$ cat config.mk
export PLATFORM = sky130hd
export DESIGN_NAME = best_fit_box_store
export DESIGN_NICKNAME = d
export VERILOG_FILES = /design/src/design/bfbs_pkg.sv /design/src/design/best_fit_box_store.sv /design/src/design/bfbs_cell.sv
export SDC_FILE = /design/constraint.sdc
export NUM_CORES = 2
export LEC_CHECK = 0
export BUFFER_PORTS_ARGS = -buffer_cell sky130_fd_sc_hd__buf_2
export CAP_MARGIN = 10
export CORE_ASPECT_RATIO = 1.25
export CORE_MARGIN = 3
export CORE_UTILIZATION = 48
export DETAILED_ROUTE_END_ITERATION = 8
export PLACE_DENSITY = 0.67
export SKIP_LAST_GASP = 1
export SLEW_MARGIN = 15
export SYNTH_ARGS = -nofsm -noshare
export SYNTH_HDL_FRONTEND = slang
export SYNTH_SLANG_ARGS = --single-unit
$ cat constraint.sdc
create_clock -name clk -period 5.8 [get_ports clk]
set_input_delay 0.58 -clock clk [delete_from_list [all_inputs] [get_ports clk]]
set_output_delay 0.58 -clock clk [all_outputs]
set_load 0.02 [all_outputs]
$ cat src/design/bfbs_pkg.sv
package bfbs_pkg;

  localparam int ID_BITS = 16;

  localparam logic [1:0] OP_ADD    = 2'd0;
  localparam logic [1:0] OP_TAKE_W = 2'd1;
  localparam logic [1:0] OP_TAKE_V = 2'd2;

  localparam logic [1:0] ST_DONE = 2'd0;
  localparam logic [1:0] ST_NONE = 2'd1;
  localparam logic [1:0] ST_FULL = 2'd2;

  localparam logic [ID_BITS-1:0] ID_NONE = '1;

  typedef enum logic [1:0] {
    S_IDLE,
    S_SCAN,
    S_OUT
  } state_t;

  typedef struct packed {
    logic               active;
    logic [1:0]         op;
    logic               found;
    logic [ID_BITS-1:0] best_id;
  } bfbs_tok_t;

endpackage

$ cat src/design/best_fit_box_store.sv
// Best-fit box store. Each accepted word (add a box, or take the box whose weight or
// volume is the smallest one at or above a threshold) gives one result word: the
// accepted word is registered, then a search word walks the row of CAPACITY storage
// cells one cell per cycle, and then the result is registered. The block handles one
// word at a time and takes the next input word in the cycle after the result has
// been taken. No clearing pass is needed after reset.
module best_fit_box_store #(
  parameter int CAPACITY = 16,
  parameter int KEY_BITS = 16
) (
  input  logic        clk,
  input  logic        rst_n,
  input  logic        in_valid,
  output logic        in_ready,
  input  logic [1:0]  in_op,
  input  logic [15:0] in_box_weight,
  input  logic [15:0] in_box_volume,
  input  logic [15:0] in_threshold,
  output logic        out_valid,
  input  logic        out_ready,
  output logic [1:0]  out_status,
  output logic [15:0] out_box_id
);
  import bfbs_pkg::*;

  localparam int SLOT_BITS = $clog2(CAPACITY);

  state_t               state_r, state_nxt;
  logic                 launch_r;
  logic [1:0]           op_r;
  logic [KEY_BITS-1:0]  wt_r;
  logic [KEY_BITS-1:0]  vol_r;
  logic [KEY_BITS-1:0]  thr_r;
  logic [ID_BITS-1:0]   serial_r, serial_nxt;
  logic [1:0]           status_r, status_nxt;
  logic [ID_BITS-1:0]   id_r, id_nxt;
  logic                 in_acc;
  logic                 clr_en;
  bfbs_tok_t            tok   [0:CAPACITY];
  logic [KEY_BITS-1:0]  key   [0:CAPACITY];
  logic [SLOT_BITS-1:0] slot  [0:CAPACITY];
  bfbs_tok_t            tok_last;

  assign in_acc   = in_valid && in_ready;
  assign tok_last = tok[CAPACITY];

  always_comb begin
    state_nxt = state_r;
    unique case (state_r)
      S_IDLE: if (in_acc) state_nxt = S_SCAN;
      S_SCAN: if (tok_last.active) state_nxt = S_OUT;
      S_OUT:  if (out_ready) state_nxt = S_IDLE;
      default: state_nxt = S_IDLE;
    endcase
  end

  always_comb begin
    in_ready  = (state_r == S_IDLE);
    out_valid = (state_r == S_OUT);
  end

  always_comb begin
    tok[0].active  = launch_r;
    tok[0].op      = op_r;
    tok[0].found   = 1'b0;
    tok[0].best_id = '0;
    key[0]         = '0;
    slot[0]        = '0;
  end

  always_comb begin
    clr_en     = 1'b0;
    serial_nxt = serial_r;
    status_nxt = ST_NONE;
    id_nxt     = ID_NONE;
    if (tok_last.op == OP_ADD) begin
      if (tok_last.found) begin
        status_nxt = ST_DONE;
        id_nxt     = serial_r;
        serial_nxt = serial_r + 1'b1;
      end else begin
        status_nxt = ST_FULL;
        id_nxt     = '0;
      end
    end else if (((tok_last.op == OP_TAKE_W) || (tok_last.op == OP_TAKE_V)) &&
                 tok_last.found) begin
      status_nxt = ST_DONE;
      id_nxt     = tok_last.best_id;
      clr_en     = tok_last.active;
    end
  end

  always_ff @(posedge clk) begin
    if (!rst_n) begin
      state_r  <= S_IDLE;
      launch_r <= 1'b0;
      serial_r <= '0;
    end else begin
      state_r  <= state_nxt;
      launch_r <= in_acc;
      if (tok_last.active) begin
        serial_r <= serial_nxt;
      end
    end
  end

  always_ff @(posedge clk) begin
    if (in_acc) begin
      op_r  <= in_op;
      wt_r  <= KEY_BITS'({16'd0, in_box_weight});
      vol_r <= KEY_BITS'({16'd0, in_box_volume});
      thr_r <= KEY_BITS'({16'd0, in_threshold});
    end
    if (tok_last.active) begin
      status_r <= status_nxt;
      id_r     <= id_nxt;
    end
  end

  assign out_status = status_r;
  assign out_box_id = id_r;

  for (genvar i = 0; i < CAPACITY; i++) begin : g_cell
    bfbs_cell #(
      .KEY_BITS  (KEY_BITS),
      .SLOT_BITS (SLOT_BITS),
      .IDX       (i)
    ) u_cell (
      .clk        (clk),
      .rst_n      (rst_n),
      .tok_in     (tok[i]),
      .key_in     (key[i]),
      .slot_in    (slot[i]),
      .tok_out    (tok[i+1]),
      .key_out    (key[i+1]),
      .slot_out   (slot[i+1]),
      .cmd_weight (wt_r),
      .cmd_volume (vol_r),
      .cmd_thr    (thr_r),
      .cmd_serial (serial_r),
      .clr_en     (clr_en),
      .clr_slot   (slot[CAPACITY])
    );
  end

endmodule

$ cat src/design/bfbs_cell.sv
module bfbs_cell #(
  parameter int KEY_BITS  = 16,
  parameter int SLOT_BITS = 4,
  parameter int IDX       = 0
) (
  input  logic                      clk,
  input  logic                      rst_n,
  input  bfbs_pkg::bfbs_tok_t       tok_in,
  input  logic [KEY_BITS-1:0]       key_in,
  input  logic [SLOT_BITS-1:0]      slot_in,
  output bfbs_pkg::bfbs_tok_t       tok_out,
  output logic [KEY_BITS-1:0]       key_out,
  output logic [SLOT_BITS-1:0]      slot_out,
  input  logic [KEY_BITS-1:0]       cmd_weight,
  input  logic [KEY_BITS-1:0]       cmd_volume,
  input  logic [KEY_BITS-1:0]       cmd_thr,
  input  logic [bfbs_pkg::ID_BITS-1:0] cmd_serial,
  input  logic                      clr_en,
  input  logic [SLOT_BITS-1:0]      clr_slot
);
  import bfbs_pkg::*;

  logic                 valid_r, valid_nxt;
  logic [ID_BITS-1:0]   id_r;
  logic [KEY_BITS-1:0]  wt_r;
  logic [KEY_BITS-1:0]  vol_r;
  bfbs_tok_t            tok_r, tok_nxt;
  logic [KEY_BITS-1:0]  key_r, key_nxt;
  logic [SLOT_BITS-1:0] slot_r, slot_nxt;
  logic [KEY_BITS-1:0]  key_sel;
  logic                 is_take;
  logic                 claim;
  logic                 better;

  always_comb begin
    is_take = (tok_in.op == OP_TAKE_W) || (tok_in.op == OP_TAKE_V);
    key_sel = (tok_in.op == OP_TAKE_V) ? vol_r : wt_r;
    claim   = tok_in.active && (tok_in.op == OP_ADD) && !tok_in.found && !valid_r;
    better  = tok_in.active && is_take && valid_r && (key_sel >= cmd_thr) &&
              (!tok_in.found || (key_sel < key_in) ||
               ((key_sel == key_in) && (id_r < tok_in.best_id)));
    tok_nxt  = tok_in;
    key_nxt  = key_in;
    slot_nxt = slot_in;
    if (claim) begin
      tok_nxt.found = 1'b1;
    end
    if (better) begin
      tok_nxt.found   = 1'b1;
      tok_nxt.best_id = id_r;
      key_nxt         = key_sel;
      slot_nxt        = SLOT_BITS'(IDX);
    end
  end

  always_comb begin
    valid_nxt = valid_r;
    if (clr_en && (clr_slot == SLOT_BITS'(IDX))) begin
      valid_nxt = 1'b0;
    end else if (claim) begin
      valid_nxt = 1'b1;
    end
  end

  always_ff @(posedge clk) begin
    if (!rst_n) begin
      valid_r <= 1'b0;
      tok_r   <= '0;
    end else begin
      valid_r <= valid_nxt;
      tok_r   <= tok_nxt;
    end
  end

  always_ff @(posedge clk) begin
    key_r  <= key_nxt;
    slot_r <= slot_nxt;
    if (claim) begin
      id_r  <= cmd_serial;
      wt_r  <= cmd_weight;
      vol_r <= cmd_volume;
    end
  end

  assign tok_out  = tok_r;
  assign key_out  = key_r;
  assign slot_out = slot_r;

endmodule

## Word level (Yosys, flattened, before mapping)

Index checks and enable logic that the tools add are counted.

| storage, ports and cells | value |
|---|---|
| flip-flop bits (word level) | 1,480 |
| input port bits | 54 |
| output and inout port bits | 20 |
| word-level logic and storage cells | 618 |

| cells by class | value |
|---|---|
| add/subtract/negate cells | 1 |
| $lt $le $gt $ge | 46 |
| equal/unequal tests | 69 |
| mux-type cells | 75 |
| bitwise logic cells | 1 |
| reductions and logical operators | 259 |

Operators with widths:

| operator | number |
|---|---|
| 2-to-1 mux 16 bit | 33 |
| < comparator 16 bit | 30 |
| 2-to-1 mux 17 bit | 16 |
| greater-or-equal comparator 16 bit | 16 |
| equality test 16 bit | 15 |
| logical AND 1 bit | 143 |
| logical OR 1 bit | 47 |
| equality test 2 x 1 -> 1 bit (second input constant) | 18 |
| equality test 2 bit (second input constant) | 18 |
| logical NOT 2 bit | 18 |
| equality test 4 bit (second input constant) | 8 |
| OR reduction 2 bit | 16 |
| logical NOT 1 bit | 31 |
| 2-to-1 mux 1 bit | 20 |
| adder 16 x 1 -> 16 bit (second input constant) | 1 |
| equality test 4 x 3 -> 1 bit (second input constant) | 4 |
| 2-to-1 mux 2 bit | 5 |
| equality test 4 x 2 -> 1 bit (second input constant) | 2 |
| inequality test 2 x 1 -> 1 bit (second input constant) | 3 |
| case mux 2 bit (3 select lines) | 1 |
| AND reduction 3 bit | 2 |
| equality test 4 x 1 -> 1 bit (second input constant) | 1 |
| logical NOT 4 bit | 1 |
| AND reduction 2 bit | 1 |
| inverter 1 bit | 1 |

## Depth between registers and ports, before layout

| depth | value |
|---|---|
| depth in word-level cells | 7 |
| gate-level depth with buffers | 15 |
| mapped depth without buffers | 11 |

## Modules after synthesis

From an unflattened synthesis, not the netlist that was laid out.

| unflattened totals | value |
|---|---|
| cells, all modules | 5,972 |
| area, all modules | 71,508.6 um2 |

Modules (own cells, without submodules):

| module | instances | cells each | area an instance (um2) | seq. area each (um2) |
|---|---|---|---|---|
| bfbs_cell at g_cell[10].u_cell ... | 6 | 359 | 4,271.6 | 2,262.2 |
| bfbs_cell at g_cell[12].u_cell ... | 4 | 360 | 4,271.6 | 2,262.2 |
| bfbs_cell at g_cell[0].u_cell ... | 3 | 359 | 4,269.1 | 2,262.2 |
| bfbs_cell at g_cell[11].u_cell ... | 2 | 359 | 4,272.8 | 2,262.2 |
| bfbs_cell at g_cell[15].u_cell | 1 | 359 | 4,270.3 | 2,262.2 |
| best_fit_box_store | 1 | 224 | 3,169.3 | 2,422.3 |

## Worst setup path after synthesis

Ideal clock, no wire load.

| timing | value |
|---|---|
| path kind | register to register |
| start point | register g_cell[7].u_cell.tok_r, in the netlist g_cell[7].u_cell.tok_out[17] |
| end point | register g_cell[8].u_cell.valid_r |
| setup time | 0.089 ns |
| data arrival time | 5.801 ns |
| required time | 5.711 ns |
| path slack | -0.091 ns |
| cell stages (with the launch flop) | 6 |
| path buffers | 0 |
| period minus slack after synthesis | 5.891 ns |
| cells stage by stage | dfxtp_1 > inv_1 > ha_1 > nor4bb_1 > o21ai_0 > a21oi_1 |

| on the way | value |
|---|---|
| cells in the longest elaborated chain, start to end | 4 |

Ends and longest elaborated chain:

| item | line | source |
|---|---|---|
| start, declared | bfbs_cell.sv:27 | `bfbs_tok_t tok_r, tok_nxt;` |
| start signal, assigned | bfbs_cell.sv:71 | `tok_r <= tok_nxt;` |
| logical NOT 2 bit | bfbs_cell.sv:38 | `claim = tok_in.active && (tok_in.op == OP_ADD) && !tok_in.found && !valid_r;` |
| logical AND 1 bit (3 in a row) | bfbs_cell.sv:38 |  |
| net g_cell[8].u_cell.claim | bfbs_cell.sv:32 | `logic claim;` |
| end signal, assigned | bfbs_cell.sv:70 | `valid_r <= valid_nxt;` |
| end, declared | bfbs_cell.sv:23 | `logic valid_r, valid_nxt;` |

The timed path passes the listed nets, and every way through them passes these cells.
A chain may end at the register's enable or synchronous reset.

## Worst setup path after layout

| timing | value |
|---|---|
| start point | register g_cell[9].u_cell.tok_r, in the netlist g_cell[9].u_cell.tok_out[17] |
| end point | register g_cell[10].u_cell.tok_r, in the netlist g_cell[10].u_cell.tok_out[3] |

| on the way | value |
|---|---|
| cells in the longest elaborated chain, start to end | 7 |
| elaborated cells on any way between the ends | 15 |
| those cells by class | order compare: 2; eq/ne: 3; mux: 2; reduce/logical: 8 |

Ends and longest elaborated chain:

| item | line | source |
|---|---|---|
| start, declared | bfbs_cell.sv:27 |  |
| start signal, assigned | bfbs_cell.sv:71 |  |
| equality test 2 bit or equality test 2 x 1 -> 1 bit (tied branches) | bfbs_cell.sv:36, bfbs_cell.sv:37 |  |
| 2-to-1 mux 16 bit or logical OR 1 bit (tied branches) | bfbs_cell.sv:37, bfbs_cell.sv:36 |  |
| < comparator 16 bit (tied with other cells) | bfbs_cell.sv:40 | `(!tok_in.found \|\| (key_sel < key_in) \|\|` |
| logical OR 1 bit (tied with other cells) | bfbs_cell.sv:40 |  |
| logical OR 1 bit or logical AND 1 bit (tied branches) | bfbs_cell.sv:40, bfbs_cell.sv:39 |  |
| logical AND 1 bit * | bfbs_cell.sv:39 | `better = tok_in.active && is_take && valid_r && (key_sel >= cmd_thr) &&` |
| 2-to-1 mux 17 bit * | bfbs_cell.sv:48 | `if (better) begin` |
| end signal, assigned | bfbs_cell.sv:71 |  |
| end, declared | bfbs_cell.sv:27 |  |

Mark *: on every way between the ends. The rest lies on a longest branch, timed or not.

==> flow_metrics.py <==
metrics = {
    "route": {
        "drt_iter0_drc": 2057,
        "vias": 41500,
        "viasPerCell": 5.34,
        "wl_per_cell_um": 19.7,
        "routed_wl_um": 153000,
        "drc": 0,
        "ant_nets": 0,
        "drt_first_pass_iters": 5,
    },
    "flow_run": {
        "drv_cap": 0,
    },
    "final_layout": {
        "area_growth_pct": 12.2,
        "fin_nets": 6551,
        "fin_util_pct": 54.3,
        "drive_above_1_share_pct": 14.9,
        "fillerInstances": 11700,
    },
    "floorplan": {
        "die_w_um": 343,
        "design.die.area_um2": 147000,
        "die_h_um": 428,
        "rows": 154,
        "coreArea_um2": 141000,
        "pin_count": 74,
        "start_util_pct": 48.4,
    },
    "global_routing": {
        "grt_pass1_wl_um": 236000,
        "grt.total_usage_pct": 20.9,
        "grt_max_degree": 259,
        "gr-total-overflow": 0,
        "antenna_found_initial": 4,
        "grt_pass1_vias": 43400,
    },
    "setup_path": {
        "crit_type": "reg2reg",
        "critPathBufInv": 3,
        "crit_family": "compound AO/OA/AOI/OAI gates",
        "critPathLaunchType": "flip-flop",
        "worst_setup_path_end_kind": "flip-flop",
        "reg2reg_from": "g_cell[9].u_cell.tok_out[17]$_SDFF_PN0_",
        "rr_worst_depth": 12,
        "critical_path_peak_fanout": 20,
        "reg2reg_slack_ns": 1.0,
        "cpPeakStageDelay_ns": 0.92,
        "crit_path_top_delay_cell": "a2111oi_0",
        "crit_arrival_ns": 5.48,
        "cp.required_ns": 6.48,
        "reg2reg_to": "g_cell[10].u_cell.tok_out[3]$_SDFF_PN0_",
        "crit_path_cell_trace": "inv_1, ha_1, buf_4, mux2_2, ha_1, a21boi_1, o2111ai_1, a2111oi_0, o2111ai_1, a31oi_4, buf_4, mux2i_1",
    },
    "logic_synthesis": {
        "yosysUniqueCellTypes": 76,
        "synth-edff-count": 836,
        "seq_area_frac_synth_pct": 55.7,
        "synth_top_area_cell": "edfxtp_1",
        "synthTopCellsByCount": "edfxtp_1, ha_1, dfxtp_1, nand2_1, inv_1",
        "synthCells": 5572,
        "synthArstFlopShare_pct": 0,
        "synth_area_um2": 68200,
        "avgSynthCellArea_um2": 12.2,
        "synth_area_leaders": "edfxtp_1, dfxtp_1, ha_1, mux2_2, mux2i_1",
        "syn_nets": 6351,
        "synth-warning-count": 0,
        "synth.top_cell.area_share_pct": 36.8,
        "yosys_most_used_dff": "edfxtp_1",
        "yosysMostFrequentCell": "edfxtp_1",
        "ys_seq_elements": 1480,
    },
    "hold_path": {
        "hp-class": "in2reg",
        "worstHoldStart": "in_valid",
        "holdPathStages": 2,
        "min_to": "launch_r$_SDFF_PN0_",
    },
    "sta": {
        "finalSetupViolCount": 0,
        "tns_ns": 0,
        "drv_slew": 0,
        "fmax_ghz": 0.208,
        "finalClockSkew_ns": 0.0264,
        "min_period_ns": 4.80,
        "max_slew_margin_pct": 13.4,
        "hold_violations": 0,
        "period_share_pct": 82.8,
        "rsz0062_at_grt": "no",
        "worst_pin_slew_ns": 1.30,
    },
    "placement": {
        "io_buffers": 73,
        "gp_congestion": 0.901,
        "place_hpwl_um": 114000,
    },
    "clock_network": {
        "post_cts_buffers": 0,
        "holdBufCountCts": 50,
        "clk_path_buf_depth": 3,
        "cts.sinks": 1480,
        "htree_levels": 4,
        "clk_latency_ns": 0.78,
        "cts.clk_slew.worst_paths_ns": 0.06,
        "cts_resized": 0,
        "cts_buffers": 150,
        "cts_root_buf": "clkbuf_16",
        "tritoncts": "yes",
    },
    "power_and_ir_drop": {
        "leakage_nw": 28.3,
        "powerDensity_nw_per_um2": 279,
        "vdd_drop_max_mv": 0.316,
    },
    "run_status": {
        "status": "completed",
    },
}
-- per-stage QoR --
stage	total power, mW	setup slack, ns	std cells	hold WS (ns)	area (um^2)
final	21.3	0.997	7775	0.0807	76600
after global routing	22.0	0.622	7774	0.0623	76600
after CTS	21.5	0.972	7773	0.0109	76600
after detailed placement	12.0	0.962	7441	0.398	71100
after global placement	12.0	1.06	7441	0.396	71100
after floorplan	11.7	1.40	5572	0.393	68300
-- worst reg2reg max path: stages, from the launching register on --
cell       delay, ns
dfxtp_1         0.29
inv_1           0.09
ha_1            0.55
buf_4           0.30
mux2_2          0.38
ha_1            0.27
a21boi_1        0.16
o2111ai_1       0.11
a2111oi_0       0.92
o2111ai_1       0.34
a31oi_4         0.64
buf_4           0.42
mux2i_1         0.24
-- placed cells by master (no fill, tap or decap), drive strengths merged, types with 148 or more instances in the layout --
cell / Yosys / layout
nand2: 629 / 629
nor2: 158 / 158
inv: 534 / 538
mux2i: 268 / 268
buf: 74 / 165
a21oi: 260 / 260
ha: 725 / 725
edfxtp: 836 / 836
a21o: 148 / 148
clkbuf: 93 / 212
mux2: 454 / 454
dfxtp: 644 / 644
-- cell type report --
class	count	area [um^2]	area share, %
Antenna cell	1	2.50	0.00327
Tap cell	1872	2340	3.06
Clock buffer	212	4290	5.60
Multi-Input combinational cell	3391	27700	36.2
Timing Repair Buffer	215	1600	2.08
Inverter	534	2000	2.62
Sequential cell	1480	38000	49.6
Clock inverter	70	653	0.853
-- state kept, by name (all words and copies together) (netlist names), 16 cells and up --
| register | flops |
|---|---|
| g_cell.u_cell.id_r | 256 |
| wt_r | 16 |
| g_cell.u_cell.key_out | 240 |
| g_cell.u_cell.valid_r | 16 |
| vol_r | 16 |
| thr_r | 16 |
| g_cell.u_cell.vol_r | 256 |
| serial_r | 16 |
| g_cell.u_cell.tok_out | 320 |
| g_cell.u_cell.slot_out | 49 |
| g_cell.u_cell.wt_r | 256 |
| out_box_id | 16 |
-- power breakdown --
group	switching [mW]	leakage (nW)	internal (mW)
clock network	3.97	2.39	5.58
logic	0.378	13.0	0.221
registers	0.0911	12.8	11.1
total	4.44	28.3	16.9
-- routing by layer --
| layer | track usage (%) | vias to the layer above | share of wire, % |
|---|---|---|---|
| met5 | 0 | - | 0 |
| met4 | 12.3 | 0 | 6.1 |
| met3 | 2.62 | 377 | 3.2 |
| met2 | 38.7 | 801 | 52 |
| met1 | 22.8 | 20000 | 39 |
| li1 | - | 20400 | - |
-- logic make-up (layout without fill, tap and decap cells) --
family | count (synthesis) | in the layout | synth area share [%]
xor gates and xnor gates | 25 | 25 | 0.321
other | 0 | 1 | 0
buffers and inverters | 701 | 1031 | 4.10
adders and majority gates | 725 | 725 | 13.3
DFF | 1480 | 1480 | 55.7
muxes | 722 | 722 | 11.6
and+or+nand+nor | 1176 | 1176 | 7.97
AOI/OAI and AO/OA | 743 | 743 | 7.08
-- how the worst max path moves through the flow --
stage | depth (start not counted) | endpoint | slack [ns] | startpoint
4_1_cts | 11 | g_cell[14].u_cell.tok_out[8]$_SDFF_PN0_ | 0.97 | g_cell[13].u_cell.tok_out[17]$_SDFF_PN0_
3_5_place_dp | 11 | g_cell[14].u_cell.tok_out[13]$_SDFF_PN0_ | 0.96 | g_cell[13].u_cell.tok_out[17]$_SDFF_PN0_
5_1_grt | 13 | g_cell[10].u_cell.tok_out[6]$_SDFF_PN0_ | 0.62 | g_cell[9].u_cell.tok_out[17]$_SDFF_PN0_
2_1_floorplan | 6 | g_cell[6].u_cell.valid_r$_SDFFE_PP0P_ | 1.40 | g_cell[5].u_cell.tok_out[17]$_SDFF_PN0_
3_3_place_gp | 11 | g_cell[14].u_cell.tok_out[1]$_SDFF_PN0_ | 1.06 | g_cell[13].u_cell.tok_out[17]$_SDFF_PN0_
6_report | 12 | g_cell[10].u_cell.tok_out[3]$_SDFF_PN0_ | 1.0 | g_cell[9].u_cell.tok_out[17]$_SDFF_PN0_
No activity file was read; power rests on OpenSTA's default activity.
